File: config.mk
export PLATFORM = sky130hd
export DESIGN_NAME = infix_to_postfix_converter
export DESIGN_NICKNAME = d
export VERILOG_FILES = /design/src/sv/itp_pkg.sv /design/src/sv/itp_cell.sv /design/src/sv/itp_ctrl.sv /design/src/sv/infix_to_postfix_converter.sv
export SDC_FILE = /design/constraint.sdc
export NUM_CORES = 1
export LEC_CHECK = 0
export BUFFER_PORTS_ARGS = -buffer_cell sky130_fd_sc_hd__buf_2
export CORE_MARGIN = 3
export CORE_UTILIZATION = 56
export CTS_CLUSTER_SIZE = 14
export DETAILED_ROUTE_END_ITERATION = 7
export PLACE_DENSITY_LB_ADDON = 0.1
export SYNTH_ARGS = -nofsm -noshare
export SYNTH_HDL_FRONTEND = slang
export SYNTH_HIERARCHICAL = 1
export SYNTH_SLANG_ARGS = --single-unit
File: constraint.sdc
create_clock -name clk -period 18.36 [get_ports clk]
set_clock_uncertainty 0.2 [all_clocks]
set_input_delay 1.836 -clock clk [delete_from_list [all_inputs] [get_ports clk]]
set_output_delay 1.836 -clock clk [all_outputs]
set_load 0.02 [all_outputs]
File: src/sv/itp_pkg.sv
package itp_pkg;

    localparam int STACK_DEPTH = 32;
    localparam int CNT_W       = $clog2(STACK_DEPTH + 1);

    // operator codes held in the stack
    typedef enum logic [2:0] {
        OP_LPAREN = 3'd0,
        OP_ADD    = 3'd1,
        OP_SUB    = 3'd2,
        OP_MUL    = 3'd3,
        OP_DIV    = 3'd4,
        OP_POW    = 3'd5
    } op_code_t;

    // status codes
    localparam logic [1:0] ST_OK        = 2'd0;
    localparam logic [1:0] ST_OVERFLOW  = 2'd1;
    localparam logic [1:0] ST_UNMATCHED = 2'd2;

    // characters
    localparam logic [7:0] CH_PLUS   = 8'h2B;
    localparam logic [7:0] CH_MINUS  = 8'h2D;
    localparam logic [7:0] CH_STAR   = 8'h2A;
    localparam logic [7:0] CH_SLASH  = 8'h2F;
    localparam logic [7:0] CH_CARET  = 8'h5E;
    localparam logic [7:0] CH_LPAREN = 8'h28;
    localparam logic [7:0] CH_RPAREN = 8'h29;
    localparam logic [7:0] CH_UP_A   = 8'h41;
    localparam logic [7:0] CH_UP_Z   = 8'h5A;
    localparam logic [7:0] CH_LO_A   = 8'h61;
    localparam logic [7:0] CH_LO_Z   = 8'h7A;

    // one stack slot
    typedef struct packed {
        logic     valid;
        op_code_t code;
    } entry_t;

    // shift commands to the cell chain
    typedef struct packed {
        logic     push;
        logic     pop;
        op_code_t code;
    } stack_ctl_t;

    // what the controller sees of the stack
    typedef struct packed {
        entry_t top;
        entry_t second;
        logic   full;
    } stack_view_t;

    function automatic logic [1:0] code_prec(input op_code_t code);
        logic [1:0] p;
        begin
            unique case (code)
                OP_ADD, OP_SUB: p = 2'd1;
                OP_MUL, OP_DIV: p = 2'd2;
                OP_POW:         p = 2'd3;
                default:        p = 2'd0;
            endcase
            return p;
        end
    endfunction

    function automatic logic [7:0] code_symbol(input op_code_t code);
        logic [7:0] s;
        begin
            unique case (code)
                OP_LPAREN: s = CH_LPAREN;
                OP_ADD:    s = CH_PLUS;
                OP_SUB:    s = CH_MINUS;
                OP_MUL:    s = CH_STAR;
                OP_DIV:    s = CH_SLASH;
                OP_POW:    s = CH_CARET;
                default:   s = 8'h00;
            endcase
            return s;
        end
    endfunction

endpackage

File: src/sv/itp_cell.sv
module itp_cell (
    input  logic               clk,
    input  logic               rst_n,
    input  itp_pkg::stack_ctl_t ctl,
    input  itp_pkg::entry_t    from_above,
    input  itp_pkg::entry_t    from_below,
    output itp_pkg::entry_t    q
);
    import itp_pkg::*;

    logic     valid_reg;
    logic     valid_next;
    op_code_t code_reg;
    op_code_t code_next;

    // push shifts down from the top side, pop shifts up from the bottom side
    always_comb
    begin
        valid_next = valid_reg;
        code_next  = code_reg;
        if (ctl.push)
        begin
            valid_next = from_above.valid;
            code_next  = from_above.code;
        end
        else if (ctl.pop)
        begin
            valid_next = from_below.valid;
            code_next  = from_below.code;
        end
    end

    always_ff @(posedge clk or negedge rst_n)
    begin
        if (!rst_n)
            valid_reg <= 1'b0;
        else
            valid_reg <= valid_next;
    end

    always_ff @(posedge clk)
    begin
        code_reg <= code_next;
    end

    assign q = '{valid: valid_reg, code: code_reg};

endmodule

File: src/sv/itp_ctrl.sv
module itp_ctrl (
    input  logic                  clk,
    input  logic                  rst_n,
    input  logic                  s_tvalid,
    output logic                  s_tready,
    input  logic [7:0]            s_tdata,
    input  logic                  s_tlast,
    output logic                  m_tvalid,
    input  logic                  m_tready,
    output logic [7:0]            m_tdata,
    output logic                  m_tlast,
    output logic [3:0]            m_tuser,
    input  itp_pkg::stack_view_t  view,
    output itp_pkg::stack_ctl_t   ctl
);
    import itp_pkg::*;

    typedef enum logic [2:0] {
        S_IDLE,
        S_LETTER,
        S_OPPOP,
        S_CLPOP,
        S_FLUSH,
        S_MARK
    } state_t;

    state_t           state_reg, state_next;
    logic [7:0]       char_reg, char_next;
    logic             last_reg, last_next;
    op_code_t         code_reg, code_next;
    logic [1:0]       prec_reg, prec_next;
    logic [1:0]       status_reg, status_next;
    logic [1:0]       err_reg, err_next;
    logic             emitted_reg, emitted_next;
    logic [CNT_W-1:0] paren_reg, paren_next;

    logic             out_valid_reg, out_valid_next;
    logic [7:0]       out_char_reg, out_char_next;
    logic             out_cvalid_reg, out_cvalid_next;
    logic             out_rlast_reg, out_rlast_next;
    logic             out_end_reg, out_end_next;
    logic [1:0]       out_status_reg, out_status_next;

    logic             out_free;
    logic             accept;
    logic             emit;
    logic [7:0]       emit_char;
    logic             emit_cvalid;
    logic             emit_rlast;
    logic             emit_end;

    // decode of the incoming character
    logic             is_letter;
    logic             is_op;
    op_code_t         in_code;
    logic [1:0]       in_prec;
    logic             top_ge;
    logic             second_ge;
    logic             second_op;
    logic [1:0]       new_err;

    assign out_free = !out_valid_reg || m_tready;
    assign s_tready = (state_reg == S_IDLE);
    assign accept   = s_tvalid && s_tready;

    always_comb
    begin
        is_letter = ((s_tdata >= CH_UP_A) && (s_tdata <= CH_UP_Z)) ||
                    ((s_tdata >= CH_LO_A) && (s_tdata <= CH_LO_Z));
        is_op   = 1'b1;
        in_code = OP_ADD;
        unique case (s_tdata)
            CH_PLUS:  in_code = OP_ADD;
            CH_MINUS: in_code = OP_SUB;
            CH_STAR:  in_code = OP_MUL;
            CH_SLASH: in_code = OP_DIV;
            CH_CARET: in_code = OP_POW;
            default:  is_op = 1'b0;
        endcase
        in_prec = code_prec(in_code);
    end

    // pop conditions against the top two cells
    assign top_ge    = view.top.valid && (code_prec(view.top.code) >= prec_reg);
    assign second_ge = view.second.valid && (code_prec(view.second.code) >= prec_reg);
    assign second_op = view.second.valid && (view.second.code != OP_LPAREN);

    // errors are known at accept time: first error of the expression sticks
    always_comb
    begin
        new_err = err_reg;
        if (err_reg == ST_OK)
        begin
            if (is_op && view.full &&
                !(code_prec(view.top.code) >= in_prec))
                new_err = ST_OVERFLOW;
            else if ((s_tdata == CH_LPAREN) && view.full)
                new_err = ST_OVERFLOW;
            else if ((s_tdata == CH_RPAREN) && (paren_reg == '0))
                new_err = ST_UNMATCHED;
        end
    end

    // sequencer
    always_comb
    begin
        state_next   = state_reg;
        char_next    = char_reg;
        last_next    = last_reg;
        code_next    = code_reg;
        prec_next    = prec_reg;
        status_next  = status_reg;
        err_next     = err_reg;
        emitted_next = emitted_reg;
        paren_next   = paren_reg;
        ctl          = '{push: 1'b0, pop: 1'b0, code: code_reg};
        emit         = 1'b0;
        emit_char    = 8'h00;
        emit_cvalid  = 1'b0;
        emit_rlast   = 1'b0;
        emit_end     = 1'b0;

        unique case (state_reg)
            S_IDLE:
            begin
                if (accept)
                begin
                    char_next    = s_tdata;
                    last_next    = s_tlast;
                    code_next    = in_code;
                    prec_next    = in_prec;
                    status_next  = new_err;
                    err_next     = s_tlast ? ST_OK : new_err;
                    emitted_next = 1'b0;
                    if (is_letter)
                        state_next = S_LETTER;
                    else if (is_op)
                        state_next = S_OPPOP;
                    else if (s_tdata == CH_RPAREN)
                        state_next = S_CLPOP;
                    else
                    begin
                        if (s_tdata == CH_LPAREN)
                        begin
                            ctl.code = OP_LPAREN;
                            ctl.push = !view.full;
                            if (!view.full)
                                paren_next = paren_reg + 1'b1;
                        end
                        state_next = s_tlast ? S_FLUSH : S_MARK;
                    end
                end
            end

            S_LETTER:
            begin
                if (out_free)
                begin
                    emit        = 1'b1;
                    emit_char   = char_reg;
                    emit_cvalid = 1'b1;
                    emit_rlast  = !last_reg;
                    state_next  = last_reg ? S_FLUSH : S_IDLE;
                end
            end

            S_OPPOP:
            begin
                if (top_ge)
                begin
                    if (out_free)
                    begin
                        ctl.pop      = 1'b1;
                        emit         = 1'b1;
                        emit_char    = code_symbol(view.top.code);
                        emit_cvalid  = 1'b1;
                        emit_rlast   = !last_reg && !second_ge;
                        emitted_next = 1'b1;
                        if (view.top.code == OP_LPAREN)
                            paren_next = paren_reg - 1'b1;
                    end
                end
                else
                begin
                    // push the new operator, dropped on a full stack
                    ctl.push   = !view.full;
                    state_next = last_reg ? S_FLUSH : (emitted_reg ? S_IDLE : S_MARK);
                end
            end

            S_CLPOP:
            begin
                if (view.top.valid && (view.top.code != OP_LPAREN))
                begin
                    if (out_free)
                    begin
                        ctl.pop      = 1'b1;
                        emit         = 1'b1;
                        emit_char    = code_symbol(view.top.code);
                        emit_cvalid  = 1'b1;
                        emit_rlast   = !last_reg && !second_op;
                        emitted_next = 1'b1;
                    end
                end
                else
                begin
                    // discard the matching opener if there is one
                    if (view.top.valid)
                    begin
                        ctl.pop    = 1'b1;
                        paren_next = paren_reg - 1'b1;
                    end
                    state_next = last_reg ? S_FLUSH : (emitted_reg ? S_IDLE : S_MARK);
                end
            end

            S_FLUSH:
            begin
                if (view.top.valid)
                begin
                    if (out_free)
                    begin
                        ctl.pop     = 1'b1;
                        emit        = 1'b1;
                        emit_char   = code_symbol(view.top.code);
                        emit_cvalid = 1'b1;
                        if (view.top.code == OP_LPAREN)
                            paren_next = paren_reg - 1'b1;
                    end
                end
                else
                    state_next = S_MARK;
            end

            S_MARK:
            begin
                if (out_free)
                begin
                    emit       = 1'b1;
                    emit_rlast = 1'b1;
                    emit_end   = last_reg;
                    state_next = S_IDLE;
                end
            end

            default:
                state_next = S_IDLE;
        endcase
    end

    // output register
    always_comb
    begin
        out_valid_next  = out_valid_reg;
        out_char_next   = out_char_reg;
        out_cvalid_next = out_cvalid_reg;
        out_rlast_next  = out_rlast_reg;
        out_end_next    = out_end_reg;
        out_status_next = out_status_reg;
        if (emit)
        begin
            out_valid_next  = 1'b1;
            out_char_next   = emit_char;
            out_cvalid_next = emit_cvalid;
            out_rlast_next  = emit_rlast;
            out_end_next    = emit_end;
            out_status_next = status_reg;
        end
        else if (m_tready)
            out_valid_next = 1'b0;
    end

    // state, working registers and registered outputs
    always_ff @(posedge clk or negedge rst_n)
    begin
        if (!rst_n)
        begin
            state_reg      <= S_IDLE;
            err_reg        <= ST_OK;
            paren_reg      <= '0;
            out_valid_reg  <= 1'b0;
            char_reg       <= 8'h00;
            last_reg       <= 1'b0;
            code_reg       <= OP_LPAREN;
            prec_reg       <= 2'd0;
            status_reg     <= ST_OK;
            emitted_reg    <= 1'b0;
            out_char_reg   <= 8'h00;
            out_cvalid_reg <= 1'b0;
            out_rlast_reg  <= 1'b0;
            out_end_reg    <= 1'b0;
            out_status_reg <= ST_OK;
        end
        else
        begin
            state_reg      <= state_next;
            err_reg        <= err_next;
            paren_reg      <= paren_next;
            out_valid_reg  <= out_valid_next;
            char_reg       <= char_next;
            last_reg       <= last_next;
            code_reg       <= code_next;
            prec_reg       <= prec_next;
            status_reg     <= status_next;
            emitted_reg    <= emitted_next;
            out_char_reg   <= out_char_next;
            out_cvalid_reg <= out_cvalid_next;
            out_rlast_reg  <= out_rlast_next;
            out_end_reg    <= out_end_next;
            out_status_reg <= out_status_next;
        end
    end

    assign m_tvalid = out_valid_reg;
    assign m_tdata  = out_char_reg;
    assign m_tlast  = out_rlast_reg;
    assign m_tuser  = {out_status_reg, out_end_reg, out_cvalid_reg};

endmodule

File: src/sv/infix_to_postfix_converter.sv
// Infix to postfix converter (shunting-yard), one character per input transfer.
// Slave channel: s_tdata carries one ASCII character, s_tlast marks the final
// character of an expression. Master channel: one transfer per postfix symbol,
// plus an empty marker (m_tuser[0] = 0) for a character that produces nothing,
// and a closing marker with m_tuser[1] set after the flush of the last
// character. m_tlast marks the final transfer caused by one input character;
// m_tuser[3:2] gives the expression's first error (overflow, stray ')').
// The operator stack is a chain of cells that shifts down on a push and up on
// a pop, one pop per cycle; a pop that emits a symbol waits while a stalled
// receiver holds the output register. An operator pops the entries of equal or
// higher precedence and then pushes itself; a ')' pops the operators above its
// '(' and then discards it. A last character then has every entry flushed, the
// stack seen empty and the closing marker sent. A push, a discard or an
// empty-stack check can come before the first result of an input.
// One input is worked on at a time; s_tready is high while the sequencer is
// idle, even when a result still waits in the output register.
// A stalled receiver holds the output register and the sequencer waits, no
// result is lost. Reset empties the stack and clears the error status; there
// is no clearing pass.
module infix_to_postfix_converter (
    input  logic       clk,
    input  logic       rst_n,
    input  logic       s_tvalid,
    output logic       s_tready,
    input  logic [7:0] s_tdata,   // [7:0] in_char
    input  logic       s_tlast,   // last_of_expression
    output logic       m_tvalid,
    input  logic       m_tready,
    output logic [7:0] m_tdata,   // [7:0] out_char
    output logic       m_tlast,   // run_last
    output logic [3:0] m_tuser    // [0] char_valid, [1] expression_end, [3:2] status
);
    import itp_pkg::*;

    stack_ctl_t  ctl;
    stack_view_t view;
    entry_t      cell_q     [STACK_DEPTH];
    entry_t      cell_above [STACK_DEPTH];
    entry_t      cell_below [STACK_DEPTH];

    itp_ctrl u_ctrl (
        .clk      (clk),
        .rst_n    (rst_n),
        .s_tvalid (s_tvalid),
        .s_tready (s_tready),
        .s_tdata  (s_tdata),
        .s_tlast  (s_tlast),
        .m_tvalid (m_tvalid),
        .m_tready (m_tready),
        .m_tdata  (m_tdata),
        .m_tlast  (m_tlast),
        .m_tuser  (m_tuser),
        .view     (view),
        .ctl      (ctl)
    );

    // cell chain, cell 0 is the top of the stack
    genvar i;
    generate
        for (i = 0; i < STACK_DEPTH; i++)
        begin : g_cell
            if (i == 0)
            begin : g_top
                assign cell_above[i] = '{valid: 1'b1, code: ctl.code};
            end
            else
            begin : g_mid
                assign cell_above[i] = cell_q[i-1];
            end

            if (i == STACK_DEPTH - 1)
            begin : g_bottom
                assign cell_below[i] = '{valid: 1'b0, code: OP_LPAREN};
            end
            else
            begin : g_inner
                assign cell_below[i] = cell_q[i+1];
            end

            itp_cell u_cell (
                .clk        (clk),
                .rst_n      (rst_n),
                .ctl        (ctl),
                .from_above (cell_above[i]),
                .from_below (cell_below[i]),
                .q          (cell_q[i])
            );
        end
    endgenerate

    assign view = '{top: cell_q[0], second: cell_q[1],
                    full: cell_q[STACK_DEPTH-1].valid};

endmodule

==> results_dict.tcl, run 1 <==
set metrics [dict create \
    min_period_over_period_pct 25.2 \
    pre_cts_ws_ps 13330 \
    async_reset_ff_share_pct 43.5 \
    min_from "u_ctrl/char_reg[1]" \
    tns_ps 0 \
    setup_viol_count_final 0 \
    slew_headroom_pct 23.7 \
    cts_buffer_depth 2 \
    fin_cells 888 \
    fmax_ghz 0.216 \
    vias 5089 \
    r2r_end "g_cell[18].u_cell/code_reg[1]" \
    total_power_uw 1080 \
    final_common_cell "mux2_2" \
    dp_hpwl_um 10300 \
    dp.cells 856 \
    grt_overflow 0 \
    ys_types 66 \
    area_growth_syn_to_layout_pct 8.28 \
    hold_path_depth 2 \
    nNetsFinal 715 \
    cts.sinks 170 \
    start_util_pct 58.1 \
    final.min_clock_period_ps 4630 \
    synth.area.top_cells "edfxtp_1 (33%), dfrtp_1 (22%), mux2_2 (13%)" \
    met1Wirelength_um 7490 \
    final_cell_mix "mux2_2 (97), edfxtp_1 (96), nand2_1 (81), dfrtp_1 (74), o21ai_0 (45)" \
    core-area_mm2 0.0148 \
    synth_top_area_share_pct 33.5 \
    min_path_type "reg -> reg" \
    hold_end "u_ctrl/char_reg[1]" \
    reg2regPathDepth 5 \
    synth_flop_cell "edfxtp_1" \
    die_y_um 130 \
    cts_root_buf "clkbuf_16" \
    io_pins 28 \
    post_cts_buffers 0 \
    die_w_um 130 \
    wire_per_inst_um 17.1 \
    clock_latency_ps 420 \
    report.final.slew_viol_count 0 \
    ys_ff_latch 170 \
    critPathRequiredTime_ps 18330 \
    dr.pass1.iters 4 \
    critPathMaxFanout 105 \
    drc 0 \
    antenna_left 0 \
    leakagePower_uw 0.00365 \
    cp.arrival_ps 4600 \
    synth_seq_area_share_pct 55.0 \
    timing.rr.start "u_ctrl/state_reg[0]" \
    drive_gt1_share_pct 29.8 \
    synth_edf_count 96 \
    drtIter0Drc 436 \
    h-tree-depth 4 \
    routed_wl_um 15200 \
    viasPerCell 5.73 \
    globalplace.congestion 0.867 \
    rsz0062_at_grt "false" \
    dr_wl_met2_um 7010 \
    drv_cap 0 \
    cts_buffers 17 \
    grt_usage_pct 19.1 \
    clkTransAtPathRegs_ps 60 \
    finalHoldViolCount 0 \
    antenna_cells 0 \
    rows 44 \
    worst_pin_slew_ps 1140 \
    grt_max_degree 106 \
    r2r_slack_ps 14480 \
    dr_wl_met3_um 430 \
    yosysWarnings 6 \
    start_kind "input pin" \
    status "finished, final reports clean" \
    cp-end-kind "flip-flop" \
    pwr_density_cell_mw_per_mm2 116 \
    top_layer "met4" \
    die_area_mm2 0.0169 \
    path_class "in -> reg" \
    synth_cells 690 \
    numPortBuffers 27 \
    yosys.area.top_type "edfxtp_1" \
    antenna_found_initial 0 \
    vdd_drop_max_uv 97.5 \
    ctsResizeCount 0 \
    grt_pass1_vias 5073 \
    avgSynthCellArea_um2 12.5 \
    grt_pass1_wl_um 25500 \
    layout_setup_ws_ps 13730 \
    largest_reg_flops 96 \
    holdBufCountCts 0 \
    mappedNetlistArea_mm2 0.00861 \
    cts_tree "done" \
]
per-layer routing:
metal	track usage, %	vias up
met5	0	-
met4	6.48	0
met3	3.56	16
met2	29.1	81
met1	27.7	2502
li1	-	2490
Yosys cell counts (all sizes together), types with 9 or more instances:
| cell type | instances |
|---|---|
| dfrtp | 74 |
| nand2 | 82 |
| ha | 10 |
| nor3 | 9 |
| mux2i | 35 |
| or2 | 36 |
| and2 | 12 |
| buf | 46 |
| o21ai | 47 |
| edfxtp | 96 |
| mux2 | 103 |
| a21oi | 12 |
| nand2b | 9 |
| nor2 | 17 |
worst max path at each step:
stage / slack (ps) / end / cells after the start / start
CTS: 13770 / g_cell[10].u_cell/code_reg[2] / 6 / s_tvalid
global route: 13460 / g_cell[11].u_cell/code_reg[0] / 6 / s_tvalid
global placement: 13340 / g_cell[7].u_cell/code_reg[1] / 6 / s_tvalid
floorplan: 6420 / g_cell[0].u_cell/code_reg[0] / 6 / s_tdata[1]
finish: 13730 / g_cell[18].u_cell/code_reg[1] / 6 / s_tvalid
detailed placement: 13330 / g_cell[7].u_cell/code_reg[2] / 6 / s_tvalid
report_power, final:
group | total [uW] | internal, uW | leakage [uW] | switching, uW
Combinational | 212 | 92.5 | 0.00150 | 119
Clock | 390 | 242 | 0.000300 | 147
Sequential | 476 | 437 | 0.00185 | 39.3
cell type report:
cell class	instances	area [um^2]
repair buffers	30	160
clock buffers	18	429
inverters	8	30.0
fillers	1131	5490
clock inverters	14	219
flip-flops and latches	170	4730
well taps	184	230
multi-input cells	464	3520
stage by stage:
stage	hold WS [ps]	util [%]	cell area, um^2
floorplan	237	-	8630
global placement	255	58.6	8680
detailed placement	259	58.6	8680
CTS	275	63.0	9320
global route	300	63.0	9320
finish	277	63.0	9320
kinds of logic (layout without fill, tap and decap cells):
group,count (synthesis),in the layout,share of synthesized area [%]
and+or+nand+nor,196,196,11.9
buffers and inverters,59,70,4.45
other,2,5,0.0872
DFF,170,170,55.0
adders and majority gates,11,11,1.69
AOI/OAI and AO/OA,108,108,8.53
muxes,138,138,17.7
xor gates and xnor gates,6,6,0.610
critical path: stages:
cell and delay (ps):
buf_2 100, nor4b_2 910, a21oi_1 240, nor4_4 210, buf_4 840, mux2_2 430
No activity file was read; power rests on OpenSTA's default activity.
==> run 2: changes to the inputs <==
--- a/config.mk
+++ b/config.mk
@@ -7,7 +7,7 @@
 export LEC_CHECK = 0
 export BUFFER_PORTS_ARGS = -buffer_cell sky130_fd_sc_hd__buf_2
 export CORE_MARGIN = 3
-export CORE_UTILIZATION = 56
+export CORE_UTILIZATION = 62
 export CTS_CLUSTER_SIZE = 14
 export DETAILED_ROUTE_END_ITERATION = 7
 export PLACE_DENSITY_LB_ADDON = 0.1
==> constraint.sdc (replaced) <==
create_clock -name clk -period 4.55 [get_ports clk]
set_clock_uncertainty 0.2 [all_clocks]
set_input_delay 0.455 -clock clk [delete_from_list [all_inputs] [get_ports clk]]
set_output_delay 0.455 -clock clk [all_outputs]
set_load 0.02 [all_outputs]
==> results_dict.tcl, run 2 (synthesized netlist as in run 1, its figures left out) <==
set metrics [dict create \
    top_layer "met4" \
    final.min_clock_period_ps 3640 \
    vdd_drop_max_uv 325 \
    total_power_uw 4270 \
    antenna_found_initial 0 \
    dr.pass1.iters 5 \
    grt_overflow 0 \
    dp_hpwl_um 10400 \
    drc 0 \
    die_w_um 124 \
    drive_gt1_share_pct 30.0 \
    grt_pass1_vias 5239 \
    finalHoldViolCount 0 \
    final_common_cell "mux2_2" \
    critPathMaxFanout 94 \
    path_class "reg -> reg" \
    start_kind "flip-flop" \
    cts_buffers 17 \
    dp.cells 850 \
    slew_headroom_pct 38.3 \
    fmax_ghz 0.275 \
    post_cts_buffers 0 \
    leakagePower_uw 0.00367 \
    grt_max_degree 99 \
    clkTransAtPathRegs_ps 60 \
    rsz0062_at_grt "false" \
    report.final.slew_viol_count 0 \
    status "finished, final reports clean" \
    die_y_um 124 \
    worst_pin_slew_ps 926 \
    fin_cells 884 \
    cts_root_buf "clkbuf_16" \
    routed_wl_um 15400 \
    cts.sinks 170 \
    pwr_density_cell_mw_per_mm2 458 \
    h-tree-depth 4 \
    met1Wirelength_um 7390 \
    hold_ws_ps 55.2 \
    setup_viol_count_final 0 \
    grt_pass1_wl_um 25600 \
    cts_tree "done" \
    wire_per_inst_um 17.4 \
    pre_cts_ws_ps 960 \
    numPortBuffers 27 \
    critPathRequiredTime_ps 4520 \
    globalplace.congestion 0.897 \
    nNetsFinal 718 \
    dr_wl_met3_um 640 \
    antenna_left 0 \
    grt_usage_pct 21.5 \
    io_pins 28 \
    cp-end-kind "flip-flop" \
    core-area_mm2 0.0134 \
    vias 5178 \
    layout_setup_ws_ps 911 \
    dr_wl_met2_um 7090 \
    final_cell_mix "mux2_2 (97), edfxtp_1 (96), nand2_1 (81), dfrtp_1 (74), o21ai_0 (45)" \
    clock_latency_ps 420 \
    start_util_pct 64.3 \
    rows 42 \
    largest_reg_flops 96 \
    die_area_mm2 0.0153 \
    min_path_type "in -> reg" \
    tns_ps 0 \
    drv_cap 0 \
    holdBufCountCts 1 \
    min_period_over_period_pct 80.0 \
    ctsResizeCount 0 \
    cp.arrival_ps 3610 \
    viasPerCell 5.86 \
    drtIter0Drc 557 \
    area_growth_syn_to_layout_pct 8.34 \
    cts_buffer_depth 2 \
]
run 2: cell types whose count changed in the layout (fill, tap and decap cells not counted), sizes merged:
cell         previous run  this run
clkbuf                 18        19
buf                    30        32
diode                   0         1
bufinv                  5         4
dlygate4sd3             0         1
inv                    11         9
clkinvlp                5         2
clkinv                  1         6
run 2: critical path, stage by stage, from the launching register on:
cell      delay [ps]
edfxtp_1         530
nor2_1           160
nand2_1           80
o21a_1           140
ha_1             260
nand2b_4         150
a21o_1           230
a21oi_2          160
a21oi_2           60
nor4_4           230
buf_4            720
mux2_2           420
run 2: final cells by class:
type	count	area, um^2
antenna	1	2.50
clock buffer	19	433
clock inverter	13	175
fill	971	4070
inverter	8	30.0
multi-input combinational	464	3540
sequential	170	4730
tap	176	220
timing repair buffer	33	198
run 2: worst paths after layout:
kind	from	to	slack, ps	cells past startpoint
hold reg to reg	u_ctrl/code_reg[2]	u_ctrl/code_reg[2]	280	2
setup / recovery	g_cell[0].u_cell/code_reg[2]	g_cell[22].u_cell/code_reg[2]	910	11
hold / removal	s_tdata[5]	u_ctrl/char_reg[5]	60	3
setup reg to reg	g_cell[0].u_cell/code_reg[2]	g_cell[22].u_cell/code_reg[2]	910	11
min in group asynchronous	rst_n	u_ctrl/char_reg[4]	510	2
max in group asynchronous	rst_n	g_cell[0].u_cell/valid_reg	3040	2
run 2: metal layers:
metal	global-route usage [%]	vias to the layer above
li1	-	2514
met1	30.1	2509
met2	33.3	121
met3	5.13	34
met4	7.54	0
met5	0	-
run 2: metrics by stage:
step                util [%]  cell area [um^2]
finish                  69.6              9330
detailed placement      65.0              8710
global placement        65.0              8710
CTS                     69.6              9330
global route            69.6              9330
floorplan                  -              8660
run 2: power breakdown:
group          switching (uW)  leakage (uW)  internal, uW
registers                 164       0.00185          1760
logic                     481       0.00153           378
clock network             571      0.000292           914
==> run 3: changes to the inputs <==
--- a/config.mk
+++ b/config.mk
@@ -5,9 +5,10 @@
 export SDC_FILE = /design/constraint.sdc
 export NUM_CORES = 1
 export LEC_CHECK = 0
+export ABC_AREA = 1
 export BUFFER_PORTS_ARGS = -buffer_cell sky130_fd_sc_hd__buf_2
 export CORE_MARGIN = 3
-export CORE_UTILIZATION = 62
+export CORE_UTILIZATION = 63
 export CTS_CLUSTER_SIZE = 14
 export DETAILED_ROUTE_END_ITERATION = 7
 export PLACE_DENSITY_LB_ADDON = 0.1
==> constraint.sdc (replaced) <==
create_clock -name clk -period 3.69 [get_ports clk]
set_clock_uncertainty 0.2 [all_clocks]
set_input_delay 0.369 -clock clk [delete_from_list [all_inputs] [get_ports clk]]
set_output_delay 0.369 -clock clk [all_outputs]
set_load 0.02 [all_outputs]
==> results_dict.tcl, run 3 <==
set metrics [dict create \
    path_class "reg -> reg" \
    viasPerCell 5.22 \
    grt_use_met2_pct 38.2 \
    vias 6503 \
    area_growth_syn_to_layout_pct 8.93 \
    min_period_over_period_pct 84.5 \
    finalHoldViolCount 0 \
    antenna_cells 0 \
    numPortBuffers 27 \
    grt_pass1_wl_um 30000 \
    grt_overflow 0 \
    synth.area.top_cells "edfxtp_1 (32%), dfrtp_1 (21%), nand2_1 (19%)" \
    ys_ff_latch 170 \
    report.final.slew_viol_count 0 \
    synthAdderAreaFrac_pct 1.61 \
    multi_input_area_mm2 0.00355 \
    grt_usage_pct 23.5 \
    ff_latch_area_mm2 0.00473 \
    pwr_density_cell_mw_per_mm2 556 \
    clkTransAtPathRegs_ps 70 \
    die_area_mm2 0.0157 \
    synth_top_family_by_area "simple AND/OR/NAND/NOR gates" \
    slew_headroom_pct 34.9 \
    clock_latency_ps 430 \
    wire_per_inst_um 14.0 \
    busiest_layer "met2" \
    async_reset_ff_share_pct 43.5 \
    slowest_delay_ps 460 \
    crit_chain "inv_1 > nor2_1 > inv_1 > o21ai_0 > ha_1 > o21ai_1 > nand2_1 > nand2_2 > a21oi_2 > nor4_4 > buf_12 > nor2_1 > inv_1" \
    vdd_drop_max_uv 320 \
    cts_buffers 17 \
    core-area_mm2 0.0139 \
    grt_util_met3_pct 3.72 \
    synth_seq_area_share_pct 52.7 \
    final_common_cell "nand2_1" \
    path_delay_family "buffers and inverters" \
    synth_top_area_share_pct 32.1 \
    ys_types 42 \
    synth_flop_cell "edfxtp_1" \
    globalplace.congestion 0.916 \
    path_buf_inv 4 \
    fmax_ghz 0.321 \
    h-tree-depth 4 \
    synth_edf_count 96 \
    cts_buffer_depth 2 \
    avgSynthCellArea_um2 8.65 \
    cp.arrival_ps 3050 \
    use_met1_pct 32.5 \
    grt_max_degree 105 \
    start_util_pct 64.5 \
    cts_tree "done" \
    drive_gt1_share_pct 18.6 \
    status "finished, final reports clean" \
    leakagePower_uw 0.00490 \
    rsz0062_at_grt "false" \
    slowest_stage "edfxtp_1" \
    muxShareOfSynthArea_pct 0 \
    nNetsFinal 1076 \
    worst_pin_slew_ps 976 \
    critPathMaxFanout 104 \
    cts.sinks 170 \
    antenna_left 0 \
    final_cell_mix "nand2_1 (466), edfxtp_1 (96), inv_1 (79), dfrtp_1 (74), nand3_2 (69)" \
    die_w_um 125 \
    mappedNetlistArea_mm2 0.00899 \
    synth-compound-area-share_pct 3.62 \
    die_y_um 125 \
    yosysWarnings 6 \
    cts_root_buf "clkbuf_16" \
    min_path_type "in -> reg" \
    setup_viol_count_final 0 \
    drtIter0Drc 646 \
    io_pins 28 \
    synth_xor_area_share_pct 0.473 \
    critPathRequiredTime_ps 3620 \
    grt_pass1_vias 6469 \
    dp_hpwl_um 11900 \
    synth_common_cells "nand2_1 (467), edfxtp_1 (96), inv_1 (79)" \
    yosys.area_share.simple_pct 33.3 \
    yosys.area.top_type "edfxtp_1" \
    antenna_found_initial 0 \
    synth_cells 1039 \
    hold_ws_ps 28.3 \
    routed_wl_um 17500 \
    cp-end-kind "flip-flop" \
    rows 43 \
    drc 0 \
    yosysMostFrequentCell "nand2_1" \
    fin_util_pct 70.3 \
    drv_cap 0 \
    cpMostUsedCell "inv_1" \
    final.min_clock_period_ps 3120 \
    start_kind "flip-flop" \
    dr.pass1.iters 5 \
    largest_reg_flops 96 \
    fill_cells 1110 \
]
run 3: metal layers:
layer	part of all wire (%)	wire length, um
met4	2.1	367
met2	48	8310
met1	46	8060
met3	4.1	717
met5	0	0
run 3: worst paths after layout:
kind	start	endpoint	slack [ps]	depth (start not counted)
worst min-delay path	s_tdata[6]	u_ctrl/char_reg[6]	30	3
max in group asynchronous	rst_n	g_cell[6].u_cell/valid_reg	2220	2
worst min register to register	u_ctrl/m_tdata[7]	u_ctrl/m_tdata[7]	270	2
min in group asynchronous	rst_n	g_cell[21].u_cell/valid_reg	450	2
worst max register to register	g_cell[0].u_cell/code_reg[2]	g_cell[30].u_cell/code_reg[1]	570	13
worst max-delay path	g_cell[0].u_cell/code_reg[2]	g_cell[30].u_cell/code_reg[1]	570	13
run 3: worst reg2reg max path, delay by kind of cell, from the launching register on:
family	cells	cell delay [ps]
compound gates	3	310
fa+ha+maj	1	320
simple gates	5	770
flops	1	460
buf+inv	4	790
run 3: area by class of cell:
class | instances | share of cell area, %
flip-flops and latches | 170 | 48.3
multi-input cells | 715 | 36.2
inverters | 117 | 4.51
clock buffers | 17 | 4.34
well taps | 180 | 2.30
clock inverters | 15 | 2.17
repair buffers | 31 | 2.12
run 3: timing repair:
item                                    in CTS  in global routing
hold buffers                                 1                  0
hold endpoints to repair                    74                  0
endpoints found under the setup margin       0                  0
resized for setup                            0                  0
buffers inserted                             0                  0
run 3: through the flow:
stage	TNS (ps)	std cells	worst slack [ps]	instance area (um^2)	total power [uW]
after global routing	0	1245	321	9790	5740
after global placement	0	1212	780	9150	3520
after CTS	0	1245	602	9790	5490
after floorplan	-763890	1042	-3470	9020	3310
after detailed placement	0	1212	653	9150	3560
final	0	1245	570	9790	5450
run 3: cell families (layout without fill, tap and decap cells):
family,count (synthesis),in the layout
other,2,5
buffers and inverters,157,180
adder cells (fa/ha/maj),11,11
AO/OA/AOI/OAI,56,56
XOR/XNOR,4,4
flip-flops,170,170
AND/OR/NAND/NOR,639,639
run 3: power breakdown:
group,internal (uW),switching (uW)
combinational,396,768
sequential,2220,155
clock,1150,765
total,3760,1690
